### src/gnev_pkg.sv
package gnev_pkg;

  // field widths
  localparam int unsigned IDX_W      = 12;
  localparam int unsigned SIZE_W     = 5;
  localparam int unsigned COST_W     = 16;
  localparam int unsigned PLANE_W    = 2 * SIZE_W;
  localparam int unsigned TOTAL_W    = 3 * SIZE_W;
  localparam int unsigned MAP_CELLS  = 4096;
  localparam int unsigned MAP_AW     = $clog2(MAP_CELLS);
  localparam int unsigned DIV_STEPS  = IDX_W;
  localparam int unsigned DIV_CNT_W  = $clog2(DIV_STEPS);

  // stream packing
  localparam int unsigned S_TDATA_W  = 16;
  localparam int unsigned M_TDATA_W  = 32;

  // configuration port
  localparam int unsigned CFG_IDX_W  = 3;
  localparam int unsigned CFG_DATA_W = 16;

  localparam logic [CFG_IDX_W-1:0] REG_SIZE_X    = 3'd0;
  localparam logic [CFG_IDX_W-1:0] REG_SIZE_Y    = 3'd1;
  localparam logic [CFG_IDX_W-1:0] REG_SIZE_Z    = 3'd2;
  localparam logic [CFG_IDX_W-1:0] REG_COST_AXIS = 3'd3;
  localparam logic [CFG_IDX_W-1:0] REG_COST_FACE = 3'd4;
  localparam logic [CFG_IDX_W-1:0] REG_COST_BODY = 3'd5;

  // register reset values
  localparam logic [SIZE_W-1:0] SIZE_RST      = 5'd16;
  localparam logic [COST_W-1:0] COST_AXIS_RST = 16'd256;
  localparam logic [COST_W-1:0] COST_FACE_RST = 16'd362;
  localparam logic [COST_W-1:0] COST_BODY_RST = 16'd443;

  // default grid limits
  localparam int unsigned MAX_X_DEF = 16;
  localparam int unsigned MAX_Y_DEF = 16;
  localparam int unsigned MAX_Z_DEF = 16;

  // item kinds
  typedef enum logic {
    OP_WRITE = 1'b0,
    OP_QUERY = 1'b1
  } opcode_e;

  // controller to datapath
  typedef struct packed {
    logic clear;
    logic load;
    logic plane;
    logic div_load_z;
    logic div_step;
    logic div_load_y;
    logic walk_init;
    logic walk;
    logic flush;
  } gnev_cmd_t;

  // datapath to controller
  typedef struct packed {
    logic clear_last;
    logic range_ok;
    logic div_last;
    logic walk_done;
    logic out_free;
  } gnev_sts_t;

endpackage

### src/gnev_ctrl.sv
module gnev_ctrl (
  input  logic               clk_i,
  input  logic               rst_ni,
  input  logic               in_valid_i,
  input  logic               in_opcode_i,
  output logic               in_ready_o,
  output gnev_pkg::gnev_cmd_t cmd_o,
  input  gnev_pkg::gnev_sts_t sts_i
);
  import gnev_pkg::*;

  typedef enum logic [8:0] {
    S_CLEAR = 9'b000000001,
    S_IDLE  = 9'b000000010,
    S_PLANE = 9'b000000100,
    S_RANGE = 9'b000001000,
    S_DIVZ  = 9'b000010000,
    S_LOADY = 9'b000100000,
    S_DIVY  = 9'b001000000,
    S_LOADW = 9'b010000000,
    S_WALK  = 9'b100000000
  } state_e;

  typedef enum logic {
    F_OFF = 1'b0,
    F_ON  = 1'b1
  } flush_e;

  state_e state_q, state_d;
  flush_e flush_q, flush_d;

  // next state and commands
  always_comb begin
    state_d    = state_q;
    flush_d    = flush_q;
    cmd_o      = '0;
    in_ready_o = 1'b0;
    if (flush_q == F_ON) begin
      // final result of a query waits for a free output slot
      cmd_o.flush = 1'b1;
      if (sts_i.out_free) begin
        flush_d = F_OFF;
        state_d = S_IDLE;
      end
    end else begin
      case (state_q)
        S_CLEAR: begin
          cmd_o.clear = 1'b1;
          if (sts_i.clear_last) begin
            state_d = S_IDLE;
          end
        end
        S_IDLE: begin
          in_ready_o = 1'b1;
          if (in_valid_i) begin
            cmd_o.load = 1'b1;
            if (in_opcode_i == OP_QUERY) begin
              state_d = S_PLANE;
            end
          end
        end
        S_PLANE: begin
          cmd_o.plane = 1'b1;
          state_d     = S_RANGE;
        end
        S_RANGE: begin
          if (sts_i.range_ok) begin
            cmd_o.div_load_z = 1'b1;
            state_d          = S_DIVZ;
          end else begin
            flush_d = F_ON;
          end
        end
        S_DIVZ: begin
          cmd_o.div_step = 1'b1;
          if (sts_i.div_last) begin
            state_d = S_LOADY;
          end
        end
        S_LOADY: begin
          cmd_o.div_load_y = 1'b1;
          state_d          = S_DIVY;
        end
        S_DIVY: begin
          cmd_o.div_step = 1'b1;
          if (sts_i.div_last) begin
            state_d = S_LOADW;
          end
        end
        S_LOADW: begin
          cmd_o.walk_init = 1'b1;
          state_d         = S_WALK;
        end
        S_WALK: begin
          cmd_o.walk = 1'b1;
          if (sts_i.walk_done) begin
            flush_d = F_ON;
          end
        end
        default: begin
          state_d = S_IDLE;
        end
      endcase
    end
  end

  // state registers
  always_ff @(posedge clk_i or negedge rst_ni) begin
    if (!rst_ni) begin
      state_q <= S_CLEAR;
      flush_q <= F_OFF;
    end else begin
      state_q <= state_d;
      flush_q <= flush_d;
    end
  end

endmodule

### config.mk
export PLATFORM = sky130hd
export DESIGN_NAME = gnev_ctrl
export DESIGN_NICKNAME = d
export VERILOG_FILES = /design/src/gnev_pkg.sv /design/src/gnev_ctrl.sv
export SDC_FILE = /design/constraint.sdc
export NUM_CORES = 1
export LEC_CHECK = 0
export ABC_CLOCK_PERIOD_IN_PS = 2290
export BUFFER_PORTS_ARGS = -buffer_cell sky130_fd_sc_hd__buf_4
export CORE_MARGIN = 2
export CORE_UTILIZATION = 45
export CTS_CLUSTER_SIZE = 25
export DETAILED_ROUTE_END_ITERATION = 12
export PLACE_DENSITY = 0.8
export SYNTH_ARGS = -nofsm -noshare
export SYNTH_HDL_FRONTEND = slang
export SYNTH_SLANG_ARGS = --single-unit
### constraint.sdc
create_clock -name clk_i -period 2.29 [get_ports clk_i]
set_clock_uncertainty 0.2 [all_clocks]
set_input_delay 0.458 -clock clk_i [delete_from_list [all_inputs] [get_ports clk_i]]
set_output_delay 0.458 -clock clk_i [all_outputs]
set_load 0.01 [all_outputs]
# After elaboration in Yosys (flattened, before gate mapping)
# Index checks and enable logic that the tools add are counted.
# word_totals
reg_bits	10
in_bits	9
output_inout_bits	10
word_cells	49
# classes
eq_ne	17
n_mux	28
n_reduce_logical	2
# ops
cell	count
9-bit case mux with 9 select lines	1
9-bit 2-to-1 mux	8
3-bit != test (second input constant)	6
1-bit 2-to-1 mux	17
9-bit by 1-bit == test with 1-bit output (second input constant)	1
9-bit by 2-bit == test with 1-bit output (second input constant)	1
9-bit by 3-bit == test with 1-bit output (second input constant)	1
9-bit by 4-bit == test with 1-bit output (second input constant)	1
9-bit by 5-bit == test with 1-bit output (second input constant)	1
9-bit by 6-bit == test with 1-bit output (second input constant)	1
9-bit by 7-bit == test with 1-bit output (second input constant)	1
9-bit by 8-bit == test with 1-bit output (second input constant)	1
9-bit == test (second input constant)	1
8-bit 2-to-1 mux	1
8-bit AND reduction	1
2-bit != test (second input constant)	2
1-bit case mux with 2 select lines	1
2-bit OR reduction	1

# Longest topological paths before layout
# Gate-level depths: netlist (run 1).
# depth
depth_word	4
ltp_mapped	6
ltp_nobuf	5

# Worst setup path before layout (run 1)
# Ideal clock, no wire load.
# synth_path
kind	reg-to-output
start	register state_q[5]
end	output cmd_o[7] (netlist bit)
arrival_time_ps	1949
required_ps	1632
slack_ps	-317
path_stages_with_launch	6
path_buffers	1
path_cell_list	dfrtp_1 > buf_6 > or4_4 > or2_4 > nor4b_4 > and2_2
# synth_rtl
item	line	text
from (decl)	gnev_ctrl.sv:29	state_e state_q, state_d;
from (signal assigned)	gnev_ctrl.sv:113	state_q <= state_d;
to (decl)	gnev_ctrl.sv:7	output gnev_pkg::gnev_cmd_t cmd_o,

==> impl_metrics.tcl, run 1 <==
set metrics [dict create \
    num_rows 14 \
    via_per_inst 6.000 \
    ys_seq_area_share_pct 33.95 \
    timing.final.crit_share_pct 118.4 \
    cpMaxStageDelayCell "or4_4" \
    clk_path_buf_depth 2 \
    hold_path_class "in -> reg" \
    grt_max_degree 11 \
    synth_top_area_cell "dfrtp_1" \
    max_cap_violations 0 \
    grt_pass1_vias 815 \
    syn_area_per_cell_um2 9.259 \
    critPathMaxStageDelay_ns 0.52 \
    slew_violations 0 \
    num_io_pins 19 \
    cp_data_arrival_time_ns 2.05 \
    violations "negative setup slack" \
    drt-total-wl_um 2578 \
    cts_buffers 3 \
    relSlewSlack_pct 68.07 \
    finalHoldViolCount 0 \
    final_cell_mix "buf_4, buf_6, dfrtp_1" \
    worstSetupEndpointType "output port" \
    tritoncts "done" \
    yosys_register_bits 10 \
    cp_num_buf_inv 1 \
    drc 0 \
    whs_endpoint "flush_q" \
    h-tree-depth 1 \
    syn_area_um2 740.7 \
    worst_slack_ns -0.4205 \
    crit_fanout 2 \
    synth-adder-area-share_pct 0 \
    powerDensity_nw_per_um2 1207 \
    rr_startpoint "flush_q" \
    clkSinkCount 10 \
    place.detailed.hpwl_um 1580 \
    irDropWorstVdd_uv 763.0 \
    r2r_slack_ns -0.21 \
    cp-start-kind "flip-flop" \
    synth_top_family_by_area "simple AND/OR/NAND/NOR gates" \
    synthSimpleGateAreaFrac_pct 34.12 \
    critical_path.top_delay_family "simple AND/OR/NAND/NOR gates" \
    final_common_cell "buf_4" \
    worstSkewPairLatency_ns 0.27 \
    routed.top_layer "met4" \
    initial_core_util_pct 48.60 \
    run_status "complete, but fails checks" \
    leakage_nw 0.5719 \
    portBuffers 18 \
    gr-total-overflow 0 \
    clk_pin_slew_worst_paths_ns 0.07 \
    worst_pin_slew_ns 0.4774 \
    dr.first_iter.drc_count 36 \
    synth_compound_area_share_pct 12.16 \
    synth_nets 89 \
    rsz0062_at_grt "true" \
    dieWidth_um 44.57 \
    dr.pass1.iters 4 \
    num_vias 816 \
    cp.required_ns 1.63 \
    setup-violations-final 18 \
    synth-xor-area-share_pct 3.547 \
    reg2regPathDepth 7 \
    grt_usage_pct 26.99 \
    area_delta_synth_final_pct 59.29 \
    dieArea_um2 1986 \
    drive_above_1_share_pct 57.50 \
    pre_cts_ws_ns -0.1892 \
    max_freq_mhz 368.9 \
    dr_wl_met2_um 1344 \
    muxShareOfSynthArea_pct 6.588 \
    drt-met1-wl_um 1007 \
    nNetsFinal 130 \
    synth_cells 80 \
    grt_pass1_wl_um 3788 \
    worstHoldStart "sts_i[1]" \
    ys_warn_count 0 \
    yosysUniqueCellTypes 35 \
    met3_length_um 131 \
    power_mw 1.424 \
    critical_path_class "reg -> out" \
    antenna_found_initial 0 \
    fin_crit_ns 2.711 \
    cts_root_buf "clkbuf_4" \
    whs_path_depth 3 \
    worstPathCellList "or4_4, or3_4, nand2b_4, nor3b_2, buf_4" \
    r2r-end "state_q[2]" \
    core_area_um2 1524 \
    die_y_um 44.57 \
    wl_per_cell_um 18.96 \
    drtAntennaViolNets 0 \
    gp_congestion 0.8558 \
    synth_area_leaders "dfrtp_1, nor3_1, mux2_2, o21ai_0, o21bai_1" \
    synth_top_area_share_pct 30.41 \
    n_antenna_cell 0 \
]
==> state kept, by name, summed over array words and instances, names as in the netlist <==
name     flops
flush_q      1
state_q      9
==> Yosys cell counts, drive strengths merged <==
cell / n
buf: 7
inv: 5
o21ai: 6
nand2: 2
xnor2: 1
nor3b: 2
nor4: 2
and4: 1
or4: 3
a21oi: 2
a211oi: 1
nor3: 7
nand2b: 3
or3b: 1
nand3: 1
and2: 1
clkbuf: 1
dfstp: 1
o21bai: 4
nor4b: 2
nor2: 4
nor2b: 1
or2: 1
and4b: 1
or3: 4
mux2: 4
and2b: 1
xor2: 2
dfrtp: 9
==> kinds of logic (layout without fill, tap and decap cells) <==
| logic type | count (synthesis) | after routing |
|---|---|---|
| flops | 10 | 10 |
| mux | 4 | 4 |
| simple gates | 37 | 37 |
| buf+inv | 13 | 53 |
| xor+xnor | 3 | 3 |
| compound gates | 13 | 13 |
==> metal layers <==
layer / GRT usage, % / vias to the layer above
met3: 3.265 / 12
met4: 12.73 / 0
li1: - / 364
met1: 32.91 / 400
met2: 46.67 / 40
met5: 0 / -
==> through the flow <==
stage / area (um2) / cells / utilization, % / TNS [ns] / hold slack [ns]
global placement: 979.7 / 124 / 64.29 / -0.6950 / 0.09055
floorplan: 748.2 / 80 / - / -0.8653 / -0.03759
finish: 1180 / 136 / 77.42 / -4.742 / 0.2155
CTS: 1100 / 133 / 72.17 / -4.270 / 0.2101
detailed placement: 979.7 / 124 / 64.29 / -1.038 / 0.09478
global route: 1180 / 136 / 77.42 / -5.790 / 0.2270
==> area by class of cell <==
| cell class | instances | area (um2) |
|---|---|---|
| Sequential cell | 10 | 251.5 |
| Multi-Input combinational cell | 57 | 493.0 |
| Tap cell | 16 | 20.02 |
| Inverter | 5 | 18.77 |
| Fill cell | 94 | 344.1 |
| Clock buffer | 4 | 26.28 |
| Timing Repair Buffer | 44 | 370.4 |
==> worst reg2reg max path: stages (launching register included) <==
cell	delay, ns
dfrtp_1	0.42
or4_4	0.54
or2_4	0.27
nor4b_4	0.26
buf_4	0.17
buf_6	0.11
a211oi_4	0.10
mux2_2	0.31
==> worst max path at each step <==
stage / start / endpoint / slack [ns] / depth (start not counted)
6_report: state_q[8] / cmd_o[3] / -0.42 / 5
5_1_grt: state_q[8] / cmd_o[3] / -0.47 / 5
4_1_cts: state_q[8] / cmd_o[3] / -0.43 / 5
3_5_place_dp: state_q[8] / cmd_o[3] / -0.19 / 5
3_3_place_gp: state_q[8] / cmd_o[3] / -0.13 / 5
2_1_floorplan: state_q[4] / cmd_o[7] / -0.23 / 5
==> timing repair <==
action | in CTS | in global routing
setup endpoints to repair | 18 | 18
buffers inserted | 4 | 5
endpoints found under the hold margin | 9 | 0
pin swaps | 5 | 6
resized for setup | 11 | 13
hold buffers | 1 | 0
==> power breakdown <==
group | internal (mW) | switching [mW]
Sequential | 0.213 | 0.0259
Clock | 0.0676 | 0.0668
Combinational | 0.576 | 0.475
Note: power is estimated with default switching activity, not from simulation.
==> run 2, diff against run 1 <==
--- a/config.mk
+++ b/config.mk
@@ -9,9 +9,10 @@
 export BUFFER_PORTS_ARGS = -buffer_cell sky130_fd_sc_hd__buf_4
 export CORE_MARGIN = 2
 export CORE_UTILIZATION = 45
-export CTS_CLUSTER_SIZE = 25
+export CTS_CLUSTER_SIZE = 8
 export DETAILED_ROUTE_END_ITERATION = 12
 export PLACE_DENSITY = 0.8
+export SKIP_LAST_GASP = 1
 export SYNTH_ARGS = -nofsm -noshare
 export SYNTH_HDL_FRONTEND = slang
 export SYNTH_SLANG_ARGS = --single-unit
==> run 2 against run 1 <==
Net effect: the run still ends with negative setup slack left; sequential share of layout area grew 0.068 points; largest power group unchanged; sequential power is essentially flat; core utilization shrank 0.25 points; sequential cell count is the same; clock power is essentially flat; via count grew 0.49%; design area shrank 0.32%.
==> impl_metrics.tcl, run 2 (synthesized netlist as in run 1, its figures left out) <==
set metrics [dict create \
    fin_crit_ns 2.723 \
    final_common_cell "buf_4" \
    irDropWorstVdd_uv 832.5 \
    clk_pin_slew_worst_paths_ns 0.07 \
    gp_congestion 0.8558 \
    dieWidth_um 44.57 \
    use_met3_pct 3.265 \
    dr.pass1.iters 4 \
    portBuffers 18 \
    violations "negative setup slack" \
    rsz0062_at_grt "true" \
    clkSinkCount 10 \
    crit_fanout 2 \
    hold_path_class "in -> reg" \
    setup-violations-final 18 \
    grt_pass1_wl_um 3788 \
    num_vias 820 \
    area_delta_synth_final_pct 58.78 \
    r2r_slack_ns -0.21 \
    rr_startpoint "flush_q" \
    cp.required_ns 1.63 \
    critPathMaxStageDelay_ns 0.52 \
    regMostFlops "state_q" \
    clk_path_buf_depth 2 \
    worst_slack_ns -0.4327 \
    cp-start-kind "flip-flop" \
    powerDensity_nw_per_um2 1203 \
    num_io_pins 19 \
    drt-total-wl_um 2588 \
    holdWs_ns 0.2226 \
    initial_core_util_pct 48.60 \
    worstSetupEndpointType "output port" \
    drc 0 \
    r2r-end "state_q[2]" \
    slew_violations 0 \
    tritoncts "done" \
    nNetsFinal 130 \
    power_mw 1.415 \
    crit_end "cmd_o[3]" \
    drive_above_1_share_pct 57.50 \
    grt_pass1_vias 815 \
    final_cell_mix "buf_4, dfrtp_1, buf_6" \
    dieArea_um2 1986 \
    gr-total-overflow 0 \
    worstPathCellList "or4_4, or3_4, nand2b_4, nor3b_2, buf_4" \
    via_per_inst 6.029 \
    leakage_nw 0.5712 \
    die_y_um 44.57 \
    finalHoldViolCount 0 \
    grt_max_degree 11 \
    timing.critical_path.from "state_q[8]" \
    max_cap_violations 0 \
    cts_root_buf "clkbuf_4" \
    worst_pin_slew_ns 0.4679 \
    antenna_found_initial 0 \
    core_area_um2 1524 \
    worstSkewPairLatency_ns 0.27 \
    wl_per_cell_um 19.03 \
    critical_path_class "reg -> out" \
    grt_busiest_layer "met2" \
    cpMaxStageDelayCell "or4_4" \
    num_rows 14 \
    relSlewSlack_pct 68.70 \
    grtUsageMet2_pct 46.67 \
    cts_buffers 3 \
    place.detailed.hpwl_um 1580 \
    cp_data_arrival_time_ns 2.06 \
    largest_reg_flops 9 \
    reg2regPathDepth 7 \
    largestRegisters "state_q (9), flush_q (1)" \
    drtAntennaViolNets 0 \
    grt_usage_pct 26.99 \
    max_freq_mhz 367.3 \
    grt_use_met1_pct 32.91 \
    timing.final.crit_share_pct 118.9 \
    run_status "complete, but fails checks" \
    n_antenna_cell 0 \
    dr.first_iter.drc_count 49 \
    h-tree-depth 1 \
]
==> run 2: what timing repair did <==
action                                  in CTS  in global routing
endpoints found under the setup margin      18                 18
resized for setup                           11                 12
hold buffers                                 1                  0
buffers inserted                             4                  5
pin swaps                                    5                  6
hold endpoints to repair                     9                  0
==> run 2: through the flow <==
| stage | util, % | instances | cell area (um2) | setup TNS [ns] | setup slack, ns |
|---|---|---|---|---|---|
| floorplan | - | 80 | 748.2 | -0.8653 | -0.2292 |
| global placement | 64.29 | 124 | 979.7 | -0.6950 | -0.1328 |
| detailed placement | 64.29 | 124 | 979.7 | -1.038 | -0.1892 |
| CTS | 72.17 | 133 | 1100 | -4.270 | -0.4264 |
| global route | 77.18 | 136 | 1176 | -5.740 | -0.4750 |
| finish | 77.18 | 136 | 1176 | -4.711 | -0.4327 |
==> run 2: layout make-up <==
| class | instances | area, um2 |
|---|---|---|
| Fill cell | 101 | 347.8 |
| Clock buffer | 4 | 26.28 |
| Tap cell | 16 | 20.02 |
| Multi-Input combinational cell | 57 | 493.0 |
| Sequential cell | 10 | 251.5 |
| Inverter | 5 | 18.77 |
| Timing Repair Buffer | 44 | 366.6 |
==> run 2: how the worst min path moves through the flow <==
stage | start | end | slack [ns] | cells after the start
after floorplan | rst_ni | flush_q | -0.04 | 0
after global placement | rst_ni | state_q[7] | 0.09 | 1
after detailed placement | rst_ni | state_q[6] | 0.09 | 1
after CTS | sts_i[1] | flush_q | 0.21 | 3
after global routing | sts_i[1] | flush_q | 0.24 | 3
final | sts_i[1] | flush_q | 0.22 | 3
==> run 2: routing by layer <==
metal	up-vias	wire length (um)
met3	12	161
met1	406	996
met2	38	1350
li1	364	-
met4	0	80
met5	-	0
==> run 2: power breakdown <==
group          switching [mW]  internal [mW]
clock                  0.0645         0.0675
sequential             0.0238          0.213
combinational           0.471          0.576
total                   0.559          0.856
==> run 2: worst max-delay path: cells and delay by family (launching register included) <==
kind	cells	cell delay, ns
DFF	1	0.40
and+or+nand+nor	4	1.24
buffers and inverters	1	0.15
